$ cat src/rtl/core/mdsr_pkg.sv
// ----------------------------------------------------------------------------
// Message dedupe and snooze router package
// Shared request and response types, codes and fixed widths.
// ----------------------------------------------------------------------------
`default_nettype none

package mdsr_pkg;

  localparam int unsigned KEY_WIDTH    = 64;
  localparam int unsigned HANDLE_WIDTH = 16;
  localparam int unsigned TIME_WIDTH   = 48;
  localparam int unsigned DELAY_WIDTH  = 32;

  localparam logic [DELAY_WIDTH-1:0] DELAY_RESET = 32'd900_000_000;

  typedef enum logic [1:0] {
    CMD_ARRIVE = 2'd0,
    CMD_SNOOZE = 2'd1,
    CMD_TICK   = 2'd2,
    CMD_RSVD   = 2'd3
  } cmd_e;

  typedef enum logic [2:0] {
    KIND_OFF     = 3'd0,
    KIND_DUP     = 3'd1,
    KIND_SHOWN   = 3'd2,
    KIND_SNOOZED = 3'd3,
    KIND_NOCACHE = 3'd4,
    KIND_REFIRE  = 3'd5
  } kind_e;

  typedef enum logic [1:0] {
    CUE_NONE = 2'd0,
    CUE_LOW  = 2'd1,
    CUE_HIGH = 2'd2
  } cue_e;

  typedef struct packed {
    logic [1:0]              command;
    logic [KEY_WIDTH-1:0]    message_key;
    logic [HANDLE_WIDTH-1:0] payload_handle;
    logic                    channel_enabled;
    logic                    from_starred;
    logic                    wants_reply;
    logic                    high_priority;
    logic                    quiet;
    logic [TIME_WIDTH-1:0]   now_us;
  } req_t;

  typedef struct packed {
    logic [2:0]              kind;
    logic                    now_card;
    logic                    dim_toast;
    logic [1:0]              audio_cue;
    logic                    overflow;
    logic [KEY_WIDTH-1:0]    out_key;
    logic [HANDLE_WIDTH-1:0] out_handle;
    logic                    last;
  } rsp_t;

  typedef struct packed {
    logic [KEY_WIDTH-1:0]    key;
    logic [HANDLE_WIDTH-1:0] handle;
    logic [TIME_WIDTH-1:0]   deadline;
  } snz_ent_t;

endpackage

`default_nettype wire

$ cat src/rtl/core/mdsr_ram.sv
// ----------------------------------------------------------------------------
// Generic RAM
// One write port and one read port with registered read data.
// ----------------------------------------------------------------------------
`default_nettype none

module mdsr_ram #(
  parameter int unsigned WIDTH = 8,
  parameter int unsigned DEPTH = 8,
  localparam int unsigned AW = (DEPTH > 1) ? $clog2(DEPTH) : 1
) (
  input  wire logic             clk_i,
  input  wire logic             we_i,
  input  wire logic [AW-1:0]    waddr_i,
  input  wire logic [WIDTH-1:0] wdata_i,
  input  wire logic [AW-1:0]    raddr_i,
  output logic      [WIDTH-1:0] rdata_o
);

  logic [WIDTH-1:0] mem_q [DEPTH];

  always_ff @(posedge clk_i) begin
    if (we_i) begin
      mem_q[waddr_i] <= wdata_i;
    end
    rdata_o <= mem_q[raddr_i];
  end

endmodule

`default_nettype wire

$ cat src/rtl/core/message_dedupe_snooze_router_core.sv
// ----------------------------------------------------------------------------
// Message dedupe and snooze router core
// Routes arrivals, drops duplicates and keeps a list of snoozed messages.
// ----------------------------------------------------------------------------
// One request is worked on at a time; the rate is set by walking the key ring and
// the snooze list through their single read ports. Reset clears the ring's valid
// flags at once; no clearing pass is needed.
`default_nettype none

module message_dedupe_snooze_router_core #(
  parameter int unsigned SEEN_DEPTH   = 32,
  parameter int unsigned SNOOZE_DEPTH = 8
) (
  input  wire logic                               clk_i,
  input  wire logic                               rst_ni,
  input  wire logic                               in_valid_i,
  output logic                                    in_stall_o,
  input  wire mdsr_pkg::req_t                     in_req_i,
  output logic                                    out_valid_o,
  input  wire logic                               out_stall_i,
  output mdsr_pkg::rsp_t                          out_rsp_o,
  input  wire logic                               cfg_we_i,
  input  wire logic [mdsr_pkg::DELAY_WIDTH-1:0]   cfg_wdata_i
);

  import mdsr_pkg::*;

  localparam int unsigned SAW = $clog2(SEEN_DEPTH);
  localparam int unsigned NAW = (SNOOZE_DEPTH > 1) ? $clog2(SNOOZE_DEPTH) : 1;
  localparam int unsigned NCW = $clog2(SNOOZE_DEPTH + 1);
  localparam int unsigned EW  = $bits(snz_ent_t);

  typedef enum logic [10:0] {
    ST_IDLE   = 11'b000_0000_0001,
    ST_DUP    = 11'b000_0000_0010,
    ST_SHOW   = 11'b000_0000_0100,
    ST_RESULT = 11'b000_0000_1000,
    ST_SHIFT  = 11'b000_0001_0000,
    ST_SNZWR  = 11'b000_0010_0000,
    ST_DUE    = 11'b000_0100_0000,
    ST_FIRE   = 11'b000_1000_0000,
    ST_CLR    = 11'b001_0000_0000,
    ST_EMIT   = 11'b010_0000_0000,
    ST_PACK   = 11'b100_0000_0000
  } state_e;

  state_e state_q, state_d;
  logic   ph_q, ph_d;
  logic [SAW-1:0] sidx_q, sidx_d;
  logic [SAW-1:0] head_q, head_d;
  logic [SEEN_DEPTH-1:0] seen_vld_q, seen_vld_d;
  logic [NCW-1:0] nidx_q, nidx_d;
  logic [NCW-1:0] wptr_q, wptr_d;
  logic [NCW-1:0] cnt_q, cnt_d;
  logic [NCW-1:0] nidx_dec;
  logic [SNOOZE_DEPTH-1:0] due_q, due_d;
  logic cvld_q, cvld_d;
  logic [KEY_WIDTH-1:0] ckey_q, ckey_d;
  logic [HANDLE_WIDTH-1:0] chdl_q, chdl_d;
  logic [KEY_WIDTH-1:0] fkey_q, fkey_d;
  logic [HANDLE_WIDTH-1:0] fhdl_q, fhdl_d;
  logic [DELAY_WIDTH-1:0] delay_q;
  req_t req_q, req_d;
  rsp_t res_q, res_d;
  rsp_t out_q, out_d;
  logic out_vld_q, out_vld_d;
  logic out_free, accept, card, below_due;

  logic            seen_we;
  logic [SAW-1:0]  seen_waddr, seen_raddr;
  logic [KEY_WIDTH-1:0] seen_rdata;
  logic            snz_we;
  logic [NAW-1:0]  snz_waddr, snz_raddr;
  snz_ent_t        snz_wdata, snz_rdata;
  logic [EW-1:0]   snz_rdata_raw;

  mdsr_ram #(.WIDTH(KEY_WIDTH), .DEPTH(SEEN_DEPTH)) u_seen_ram (
    .clk_i   (clk_i),
    .we_i    (seen_we),
    .waddr_i (seen_waddr),
    .wdata_i (req_q.message_key),
    .raddr_i (seen_raddr),
    .rdata_o (seen_rdata)
  );

  mdsr_ram #(.WIDTH(EW), .DEPTH(SNOOZE_DEPTH)) u_snz_ram (
    .clk_i   (clk_i),
    .we_i    (snz_we),
    .waddr_i (snz_waddr),
    .wdata_i (snz_wdata),
    .raddr_i (snz_raddr),
    .rdata_o (snz_rdata_raw)
  );

  assign snz_rdata   = snz_ent_t'(snz_rdata_raw);
  assign in_stall_o  = (state_q != ST_IDLE);
  assign accept      = in_valid_i && !in_stall_o;
  assign out_free    = !out_vld_q || !out_stall_i;
  assign out_valid_o = out_vld_q;
  assign out_rsp_o   = out_q;
  assign nidx_dec    = nidx_q - 1'b1;
  assign card        = req_q.from_starred || req_q.wants_reply || req_q.high_priority;
  assign seen_raddr  = sidx_q;
  assign seen_waddr  = head_q;

  always_comb begin
    below_due = 1'b0;
    for (int j = 0; j < SNOOZE_DEPTH; j++) begin
      if ((NCW'(j) < nidx_q) && due_q[j]) begin
        below_due = 1'b1;
      end
    end
  end

  always_comb begin
    state_d    = state_q;
    ph_d       = ph_q;
    sidx_d     = sidx_q;
    head_d     = head_q;
    seen_vld_d = seen_vld_q;
    nidx_d     = nidx_q;
    wptr_d     = wptr_q;
    cnt_d      = cnt_q;
    due_d      = due_q;
    cvld_d     = cvld_q;
    ckey_d     = ckey_q;
    chdl_d     = chdl_q;
    fkey_d     = fkey_q;
    fhdl_d     = fhdl_q;
    req_d      = req_q;
    res_d      = res_q;
    out_d      = out_q;
    out_vld_d  = out_vld_q && out_stall_i;
    seen_we    = 1'b0;
    snz_we     = 1'b0;
    snz_waddr  = wptr_q[NAW-1:0];
    snz_raddr  = nidx_q[NAW-1:0];
    snz_wdata  = snz_rdata;

    case (state_q)
      ST_IDLE: begin
        ph_d   = 1'b0;
        sidx_d = '0;
        nidx_d = '0;
        res_d  = '0;
        res_d.last = 1'b1;
        if (accept) begin
          req_d = in_req_i;
          case (in_req_i.command)
            CMD_ARRIVE: begin
              if (!in_req_i.channel_enabled) begin
                res_d.kind = KIND_OFF;
                state_d    = ST_RESULT;
              end else if (in_req_i.message_key == '0) begin
                state_d = ST_SHOW;
              end else begin
                state_d = ST_DUP;
              end
            end
            CMD_SNOOZE: begin
              if (!cvld_q) begin
                res_d.kind = KIND_NOCACHE;
                state_d    = ST_RESULT;
              end else if (cnt_q == NCW'(SNOOZE_DEPTH)) begin
                state_d = ST_SHIFT;
              end else begin
                wptr_d  = cnt_q;
                state_d = ST_SNZWR;
              end
            end
            CMD_TICK: begin
              if (!in_req_i.quiet && (cnt_q != '0)) begin
                due_d   = '0;
                state_d = ST_DUE;
              end
            end
            default: ;
          endcase
        end
      end
      ST_DUP: begin
        if (!ph_q) begin
          ph_d = 1'b1;
        end else begin
          ph_d = 1'b0;
          if (seen_vld_q[sidx_q] && (seen_rdata == req_q.message_key)) begin
            res_d.kind = KIND_DUP;
            state_d    = ST_RESULT;
          end else if (sidx_q == SAW'(SEEN_DEPTH - 1)) begin
            seen_we            = 1'b1;
            seen_vld_d[head_q] = 1'b1;
            head_d  = (head_q == SAW'(SEEN_DEPTH - 1)) ? '0 : head_q + 1'b1;
            state_d = ST_SHOW;
          end else begin
            sidx_d = sidx_q + 1'b1;
          end
        end
      end
      ST_SHOW: begin
        if (card) begin
          cvld_d = 1'b1;
          ckey_d = req_q.message_key;
          chdl_d = req_q.payload_handle;
        end
        res_d.kind      = KIND_SHOWN;
        res_d.now_card  = card;
        res_d.dim_toast = !card && req_q.quiet;
        res_d.audio_cue = req_q.quiet ? CUE_NONE : (card ? CUE_HIGH : CUE_LOW);
        state_d         = ST_RESULT;
      end
      ST_SHIFT: begin
        snz_raddr = NAW'(nidx_q + 1'b1);
        snz_waddr = nidx_q[NAW-1:0];
        if (!ph_q) begin
          if (nidx_q == NCW'(SNOOZE_DEPTH - 1)) begin
            wptr_d         = nidx_q;
            res_d.overflow = 1'b1;
            state_d        = ST_SNZWR;
          end else begin
            ph_d = 1'b1;
          end
        end else begin
          snz_we = 1'b1;
          ph_d   = 1'b0;
          nidx_d = nidx_q + 1'b1;
        end
      end
      ST_SNZWR: begin
        snz_we             = 1'b1;
        snz_wdata.key      = ckey_q;
        snz_wdata.handle   = chdl_q;
        snz_wdata.deadline = req_q.now_us + TIME_WIDTH'(delay_q);
        cnt_d              = wptr_q + 1'b1;
        res_d.kind         = KIND_SNOOZED;
        state_d            = ST_RESULT;
      end
      ST_DUE: begin
        if (!ph_q) begin
          ph_d = 1'b1;
        end else begin
          ph_d = 1'b0;
          due_d[nidx_q[NAW-1:0]] = (snz_rdata.deadline <= req_q.now_us);
          if (nidx_q == cnt_q - 1'b1) begin
            nidx_d  = cnt_q;
            state_d = ST_FIRE;
          end else begin
            nidx_d = nidx_q + 1'b1;
          end
        end
      end
      ST_FIRE: begin
        snz_raddr = nidx_dec[NAW-1:0];
        if (!ph_q) begin
          if (nidx_q == '0) begin
            wptr_d  = '0;
            state_d = ST_PACK;
          end else if (due_q[nidx_dec[NAW-1:0]]) begin
            ph_d = 1'b1;
          end else begin
            nidx_d = nidx_dec;
          end
        end else begin
          ph_d   = 1'b0;
          fkey_d = snz_rdata.key;
          fhdl_d = snz_rdata.handle;
          nidx_d = nidx_dec;
          sidx_d = '0;
          state_d = (snz_rdata.key == '0) ? ST_EMIT : ST_CLR;
        end
      end
      ST_CLR: begin
        if (!ph_q) begin
          ph_d = 1'b1;
        end else begin
          ph_d = 1'b0;
          if (seen_vld_q[sidx_q] && (seen_rdata == fkey_q)) begin
            seen_vld_d[sidx_q] = 1'b0;
            state_d            = ST_EMIT;
          end else if (sidx_q == SAW'(SEEN_DEPTH - 1)) begin
            state_d = ST_EMIT;
          end else begin
            sidx_d = sidx_q + 1'b1;
          end
        end
      end
      ST_EMIT: begin
        if (out_free) begin
          out_d            = '0;
          out_d.kind       = KIND_REFIRE;
          out_d.out_key    = fkey_q;
          out_d.out_handle = fhdl_q;
          out_d.last       = !below_due;
          out_vld_d        = 1'b1;
          state_d          = ST_FIRE;
        end
      end
      ST_PACK: begin
        if (!ph_q) begin
          if (nidx_q == cnt_q) begin
            cnt_d   = wptr_q;
            state_d = ST_IDLE;
          end else if (due_q[nidx_q[NAW-1:0]]) begin
            nidx_d = nidx_q + 1'b1;
          end else begin
            ph_d = 1'b1;
          end
        end else begin
          snz_we = 1'b1;
          ph_d   = 1'b0;
          wptr_d = wptr_q + 1'b1;
          nidx_d = nidx_q + 1'b1;
        end
      end
      ST_RESULT: begin
        if (out_free) begin
          out_d     = res_q;
          out_vld_d = 1'b1;
          state_d   = ST_IDLE;
        end
      end
      default: state_d = ST_IDLE;
    endcase
  end

  always_ff @(posedge clk_i or negedge rst_ni) begin
    if (!rst_ni) begin
      state_q    <= ST_IDLE;
      ph_q       <= 1'b0;
      sidx_q     <= '0;
      head_q     <= '0;
      seen_vld_q <= '0;
      nidx_q     <= '0;
      wptr_q     <= '0;
      cnt_q      <= '0;
      due_q      <= '0;
      cvld_q     <= 1'b0;
      out_vld_q  <= 1'b0;
      delay_q    <= DELAY_RESET;
    end else begin
      state_q    <= state_d;
      ph_q       <= ph_d;
      sidx_q     <= sidx_d;
      head_q     <= head_d;
      seen_vld_q <= seen_vld_d;
      nidx_q     <= nidx_d;
      wptr_q     <= wptr_d;
      cnt_q      <= cnt_d;
      due_q      <= due_d;
      cvld_q     <= cvld_d;
      out_vld_q  <= out_vld_d;
      if (cfg_we_i) begin
        delay_q <= cfg_wdata_i;
      end
    end
  end

  always_ff @(posedge clk_i) begin
    req_q  <= req_d;
    res_q  <= res_d;
    out_q  <= out_d;
    ckey_q <= ckey_d;
    chdl_q <= chdl_d;
    fkey_q <= fkey_d;
    fhdl_q <= fhdl_d;
  end

`ifndef SYNTH
  a_cnt_range : assert property (@(posedge clk_i) disable iff (!rst_ni)
    cnt_q <= NCW'(SNOOZE_DEPTH))
    else $error("Snooze list count exceeds its depth.");

  a_out_source : assert property (@(posedge clk_i) disable iff (!rst_ni)
    $rose(out_vld_q) |-> ($past(state_q) == ST_RESULT || $past(state_q) == ST_EMIT))
    else $error("Result raised outside a result state.");

  a_head_fill : assert property (@(posedge clk_i) disable iff (!rst_ni)
    !$stable(head_q) |-> seen_vld_q[$past(head_q)])
    else $error("Ring head advanced without filling its slot.");
`endif

endmodule

`default_nettype wire
$ cat config.mk
export PLATFORM = sky130hd
export DESIGN_NAME = message_dedupe_snooze_router_core
export DESIGN_NICKNAME = d
export VERILOG_FILES = /design/src/rtl/core/mdsr_pkg.sv /design/src/rtl/core/mdsr_ram.sv /design/src/rtl/core/message_dedupe_snooze_router_core.sv
export SDC_FILE = /design/constraint.sdc
export NUM_CORES = 2
export LEC_CHECK = 0
export ABC_CLOCK_PERIOD_IN_PS = 11210
export BUFFER_PORTS_ARGS = -buffer_cell sky130_fd_sc_hd__buf_4
export CAP_MARGIN = 20
export CORE_ASPECT_RATIO = 0.5
export CORE_MARGIN = 5
export CORE_UTILIZATION = 50
export CTS_CLUSTER_DIAMETER = 60
export DETAILED_ROUTE_END_ITERATION = 8
export PLACE_DENSITY = 0.66
export SLEW_MARGIN = 10
export SYNTH_ARGS = -nofsm -noshare
export SYNTH_HDL_FRONTEND = slang
export SYNTH_SLANG_ARGS = --single-unit
$ cat constraint.sdc
create_clock -name clk_i -period 11.21 [get_ports clk_i]
set_clock_uncertainty 0.15 [all_clocks]
set_input_delay 0.5605 -clock clk_i [delete_from_list [all_inputs] [get_ports clk_i]]
set_output_delay 0.5605 -clock clk_i [all_outputs]
set_load 0.005 [all_outputs]
* After elaboration in Yosys (flattened, before gate mapping)
Memories as Yosys holds them, arrays and structs flattened. A register that Yosys moved wholly into a read port is not among the register bits.
Cells that the tools add are included.
** Operators by class
- Multiplexer cells :: 128
- Reductions and logical operators :: 60
- Order comparisons :: 16
- $add $sub $neg :: 7
- Bitwise gates (word level) :: 4
- Eq/ne operators :: 57
** Operators by type and width (number)
- 11-bit 2-to-1 mux :: 18
- 89-bit 2-to-1 mux :: 2
- 89-bit case mux with 2 select lines :: 1
- 32-bit 2-to-1 mux :: 5
- 64-bit == test :: 2
- 64-bit zero test :: 2
- 128-bit 2-to-1 mux :: 1
- 11-bit case mux with 10 select lines :: 1
- 4-bit 2-to-1 mux :: 21
- 32-bit case mux with 2 select lines :: 1
- 48-bit by 32-bit adder with 48-bit output :: 1
- 48-bit <= comparator :: 1
- 2-bit inequality test (second input constant) :: 24
- 1-bit 2-to-1 mux :: 36
- 5-bit 2-to-1 mux :: 7
- 11-bit case mux with 3 select lines :: 1
- 32-bit AND :: 1
- 8-bit 2-to-1 mux :: 4
- 32-bit inverter :: 1
- 32-bit bitwise OR :: 1
- 3-bit inequality test (second input constant) :: 8
- 3-bit 2-to-1 mux :: 7
- 4-bit case mux with 5 select lines :: 1
- 5-bit case mux with 4 select lines :: 1
- other kinds (64) :: 124
** Storage, ports and cells
- Input bits :: 172
- Memories :: 2
- Register bits :: 497
- Output and inout bits :: 91
- RAM bits :: 3072
- Logic and storage cells :: 310
** Memories
- u_seen_ram.mem_q :: depth 32, bits a word 64, read ports 1, clocked after memory_dff 1, write ports 1, RTL line mdsr_ram.sv:20 : logic [WIDTH-1:0] mem_q [DEPTH];
- u_snz_ram.mem_q :: depth 8, bits a word 128, read ports 1, clocked after memory_dff 1, write ports 1, RTL line mdsr_ram.sv:20

* Longest topological paths before layout
- Depth in word-level cells :: 13
- Mapped depth :: 12
- Gate-level depth less buffers :: 10

* Cells and area by module
A second synthesis with hierarchy kept.
** Unflattened totals
- Cell total of the unflattened synthesis :: 6914
- Area, all modules :: 145547.1 µm²
** Modules (own cells, without submodules)
- mdsr_ram at u_seen_ram :: cells an instance 3096, area an instance 78964.5 µm², seq. area each 62780.2 µm², times used 1
- mdsr_ram at u_snz_ram :: cells an instance 1620, area an instance 41554.9 µm², seq. area each 33311.9 µm², times used 1
- message_dedupe_snooze_router_core :: cells an instance 2198, area an instance 25027.8 µm², seq. area each 14400.1 µm², times used 1

* Worst setup path before layout
No wires, ideal clock.
- Kind :: register to register
- From :: register state_q[3]
- To :: memory u_snz_ram.mem_q[1][0] (netlist bit) (enable)
- Slack :: 3.127 ns
- Period minus slack after synthesis :: 8.083 ns
- Buffers on the path :: 2
- Cell stages (with the launch flop) :: 11
- Data required time :: 10.443 ns
- Setup time :: 0.617 ns
- Data arrival time :: 7.317 ns
- Cell sequence :: dfrtp_1 buf_2 nor3_4 nand4_2 or2_2 inv_1 clkbuf_1 o21ai_0 nand2_1 o21ai_0 nor2_1
** Between the ends
- Word-level cells in the longest chain between the ends :: 5
- Elaborated cells between the ends (all ways) :: 8
- Those cells by class :: eq/ne: 3; mux: 4; reduce/logical: 1
** Ends and longest elaborated chain
- from (decl) :: RTL line message_dedupe_snooze_router_core.sv:47 : state_e state_q, state_d;
- from (signal assigned) :: RTL line message_dedupe_snooze_router_core.sv:340 : state_q <= state_d;
- 11-bit == test / 11-bit by 5-bit == test with 1-bit output (equally long branches) :: RTL line message_dedupe_snooze_router_core.sv:140 : case (state_q)
- 2-bit OR reduction (no source line)
- 1-bit case mux with 2 select lines :: RTL line message_dedupe_snooze_router_core.sv:140
- 1-bit 2-to-1 mux :: RTL line mdsr_ram.sv:23 : if (we_i) begin
- 1-bit 2-to-1 mux (not written as such) :: RTL line mdsr_ram.sv:24 : mem_q[waddr_i] <= wdata_i;
- to (decl) :: RTL line mdsr_ram.sv:20
Several ways; a longest one is shown, not always the timed one.

* Worst setup path after layout
- From :: register sidx_q[0] (netlist: seen_raddr[0])
- To :: memory u_seen_ram.mem_q[17][43] (netlist bit) (enable)
** Between the ends
- Word-level cells in the longest chain between the ends :: 8
- Elaborated cells between the ends (all ways) :: 10
- Those cells by class :: eq/ne: 1; mux: 8; reduce/logical: 1
** Ends and longest elaborated chain
- from (decl) :: RTL line message_dedupe_snooze_router_core.sv:49 : logic [SAW-1:0] sidx_q, sidx_d;
- from (signal assigned) :: RTL line message_dedupe_snooze_router_core.sv:342 : sidx_q <= sidx_d;
- 1-bit binary-select mux with 5-bit select :: RTL line message_dedupe_snooze_router_core.sv:186 : if (seen_vld_q[sidx_q] && (seen_rdata == req_q.message_key)) begin
- 1-bit 2-to-1 mux (not written as such) :: RTL line message_dedupe_snooze_router_core.sv:186
- 1-bit logical AND :: RTL line message_dedupe_snooze_router_core.sv:186
- 1-bit 2-to-1 mux (*) :: RTL line message_dedupe_snooze_router_core.sv:186
- 1-bit 2-to-1 mux (*) :: RTL line message_dedupe_snooze_router_core.sv:182 : if (!ph_q) begin
- 1-bit 2-to-1 mux (*) :: RTL line message_dedupe_snooze_router_core.sv:140
- 1-bit 2-to-1 mux (*) :: RTL line mdsr_ram.sv:23
- 1-bit 2-to-1 mux (not written as such) (*) :: RTL line mdsr_ram.sv:24
- to (decl) :: RTL line mdsr_ram.sv:20
Mark *: on every way between the ends. The rest lies on a longest branch, timed or not. The select of a mux whose other input is x is not followed.

==> metrics.yaml <==
die_y_um: 389
final_area_um2: 163000
initial_core_util: 0.501
cap_violations: 0
worstSetupEndpointType: "flop"
crit_path_max_incr_delay_ns: 0.91
cp-start-kind: "flop"
leakage_nw: 51.9
cts.repair.resized: 0
grt_pass1_vias: 71900
cts_buffers: 332
clk_path_buf_depth: 4
drc: 0
dr.pass1.iters: 5
io_pins: 263
yosysTopAreaCellShare: 0.725
setup_viol: 0
rsz0062_at_grt: "false"
synthArstFlopShare: 0.0287
yosysSeqAreaShare: 0.771
r2r_start: "seen_raddr[0]$_DFFE_PN0P_"
r2r_cells: 12
r2r-end: "u_seen_ram.mem_q[17][43]$_DFFE_PP_"
worst_ep_required_time_ns: 11.56
syn_area_um2: 143000
tightest_slew_ns: 1.13
status: "completed"
slew_viol_final: 0
power_density_nw_per_um2: 206
cp_max_fo: 38
fin_tns_setup_ns: 0
critPathKind: "reg2reg"
final_nets: 7848
grt_usage: 0.244
period_needed_ns: 6.64
wl_met3_mm: 37.0
hold_viol_final: 0
vdd_drop_max_uv: 162
clkTransAtPathRegs_ns: 0.07
synth_area_leader_cell: "edfxtp_1"
cts_sinks: 3761
core-area_um2: 286000
synthTopCellsByArea: "edfxtp_1 72%, mux4_2 12%, dfxtp_1 2.7%, dfrtp_1 1.7%, a22oi_1 1.4%"
finalCritPeriodShare: 0.592
detail_route.vias_per_cell: 6.26
antenna_found_initial: 21
die_w_um: 767
num_rows: 139
ant_nets: 0
grt_pass1_wl_mm: 526
wl_mm: 369
placement.io_buffers: 262
slew_headroom: 0.250
ys.flop_type: "edfxtp_1"
top_layer: "met5"
clock_latency_ns: 0.89
grt_max_degree: 149
reg2reg_slack_ns: 4.57
met2_length_mm: 167
post_drt_wl_per_cell_um: 31.7
dp.final_hpwl_mm: 215
yosysWarnings: 0
synth_cell_type_count: 80
wl_met1_mm: 151
avgSynthCellArea_um2: 20.6
synth_seq_cells: 3761
fmax_mhz: 151
worstPathCellList: "buf_4 > mux2i_1 > o221ai_1 > a221oi_1 > a31oi_1 > a21oi_1 > and3_1 > buf_4 > nand2_1 > nor2_4 > buf_4 > buf_4"
num_vias: 73000
arrival_ns: 6.99
crit_slowest_cell: "dfrtp_4"
cts-htree-levels: 5
synth_edf_count: 3461
worst-path-buf-inv: 4
netlist_instances: 6945
cts_tree: "built"
hold_class: "in2async"
fillCellCount: 20900
cts_root_buf: "clkbuf_16"
gp_congestion: 0.936
syn_to_final_growth_pct: 13.7
dr.first_iter.drc_count: 9730
dieArea_um2: 298000
path_common_cell: "buf_4"
grt_overflow_total: 0
syn-num-nets: 7218
cp_top_family: "buffers and inverters"
critical_path_cell_count: 12
drive_gt1_frac: 0.248
placed_area_um2: 151000
cell usage in the layout (no fill, tap or decap), types with 37 or more instances in the layout:
cell type	Yosys	layout
a21oi_1	70	69
o21ai_0	82	82
nor2b_1	87	87
nand4_1	99	99
ha_1	100	100
clkinv_2	0	54
dfrtp_1	95	93
nor2_4	0	37
nand3_1	54	54
dlygate4sd3_1	0	166
nand2_1	349	349
mux2_2	170	170
inv_1	82	81
buf_4	25	435
dfxtp_1	192	192
nor2_1	111	73
a22oi_1	259	259
a21o_1	41	41
nor4_1	75	73
edfxtp_1	3461	3461
clkinv_1	2	63
clkbuf_1	222	80
xor2_1	147	147
nor3_1	38	38
clkbuf_16	0	341
mux4_2	770	770
layout make-up:
type | count | area, um2 | area share
sequential | 3761 | 111000 | 0.678
multi-input combinational | 2771 | 31600 | 0.194
clock buffer | 440 | 9090 | 0.0558
timing repair buffer | 625 | 5360 | 0.0329
tap | 3807 | 4760 | 0.0292
clock inverter | 158 | 1380 | 0.00844
inverter | 84 | 318 | 0.00195
antenna | 7 | 17.5 | 0.000107
stage by stage:
stage / utilization / hold slack, ns / total power, mW / setup WS [ns] / cells
2_1_floorplan: - / 0.115 / 20.7 / 3.13 / 6945
3_3_place_gp: 0.526 / 0.256 / 22.4 / 4.67 / 10900
3_5_place_dp: 0.526 / 0.259 / 22.5 / 4.62 / 10900
4_1_cts: 0.569 / 0.0244 / 33.7 / 4.55 / 11600
5_1_grt: 0.569 / 0.0558 / 34.8 / 4.34 / 11600
6_report: 0.569 / 0.0783 / 33.6 / 4.57 / 11700
flip-flops by register name, summed over array words and instances (netlist names), 8 cells and up:
register	cells
u_seen_ram.mem_q	2048
u_snz_ram.mem_q	1024
req_q	132
u_snz_ram.rdata_o	128
out_rsp_o	89
ckey_q	64
fkey_q	64
u_seen_ram.rdata_o	64
delay_q	32
seen_vld_q	32
chdl_q	16
fhdl_q	16
state_q	11
due_q	8
res_q	8
worst max path at each step:
stage                     slack (ns)                                 end                 startpoint
after floorplan                 3.13     u_snz_ram.mem_q[1][0]$_DFFE_PP_     state_q[3]$_DFFE_PN0P_
after global placement          4.67  u_seen_ram.mem_q[17][51]$_DFFE_PP_        req_q[93]$_DFFE_PP_
after detailed placement        4.62  u_seen_ram.mem_q[17][62]$_DFFE_PP_        req_q[93]$_DFFE_PP_
after CTS                       4.55  u_seen_ram.mem_q[17][51]$_DFFE_PP_        req_q[93]$_DFFE_PP_
after global routing            4.34  u_seen_ram.mem_q[17][51]$_DFFE_PP_  seen_raddr[0]$_DFFE_PN0P_
final                           4.57  u_seen_ram.mem_q[17][43]$_DFFE_PP_  seen_raddr[0]$_DFFE_PN0P_
layer usage:
metal | global-route usage | up-vias
li1 | - | 29900
met1 | 0.363 | 38500
met2 | 0.365 | 3902
met3 | 0.0484 | 661
met4 | 0.0861 | 4
met5 | 0 | -
worst register-to-register path, cell delays in order, from the launching register on:
cell and delay (ns):
dfrtp_4 0.91, buf_4 0.63, mux2i_1 0.31, o221ai_1 0.15, a221oi_1 0.28, a31oi_1 0.19, a21oi_1 0.45, and3_1 0.22
buf_4 0.29, nand2_1 0.68, nor2_4 0.81, buf_4 0.55, buf_4 0.61
cells by family (layout without fill, tap and decap cells):
family | count (synthesis) | in the layout | synth area share
adder cells (fa/ha/maj) | 101 | 101 | 0.00887
other | 0 | 7 | 0
multiplexers | 968 | 968 | 0.136
AND/OR/NAND/NOR | 920 | 920 | 0.0319
XOR/XNOR | 178 | 178 | 0.0109
flip-flops | 3761 | 3761 | 0.771
buffers and inverters | 413 | 1307 | 0.0118
AO/OA/AOI/OAI | 604 | 604 | 0.0296
synth_stat cells (70+ instances only):
master / instances
edfxtp_1: 3461
mux4_2: 770
nand2_1: 349
a22oi_1: 259
clkbuf_1: 222
dfxtp_1: 192
mux2_2: 170
xor2_1: 147
nor2_1: 111
ha_1: 100
nand4_1: 99
dfrtp_1: 95
nor2b_1: 87
inv_1: 82
o21ai_0: 82
nor4_1: 75
a21oi_1: 70
report_power, final:
| group | total (mW) | switching, mW | internal [mW] |
|---|---|---|---|
| Sequential | 17.2 | 0.495 | 16.7 |
| Combinational | 5.12 | 3.08 | 2.04 |
| Clock | 11.2 | 4.99 | 6.21 |
timing repair:
action / in CTS / in global routing
hold endpoints to repair: 187 / 0
setup buffers: 0 / 0
hold buffers: 167 / 0
Power figures use the tool's default switching activity.
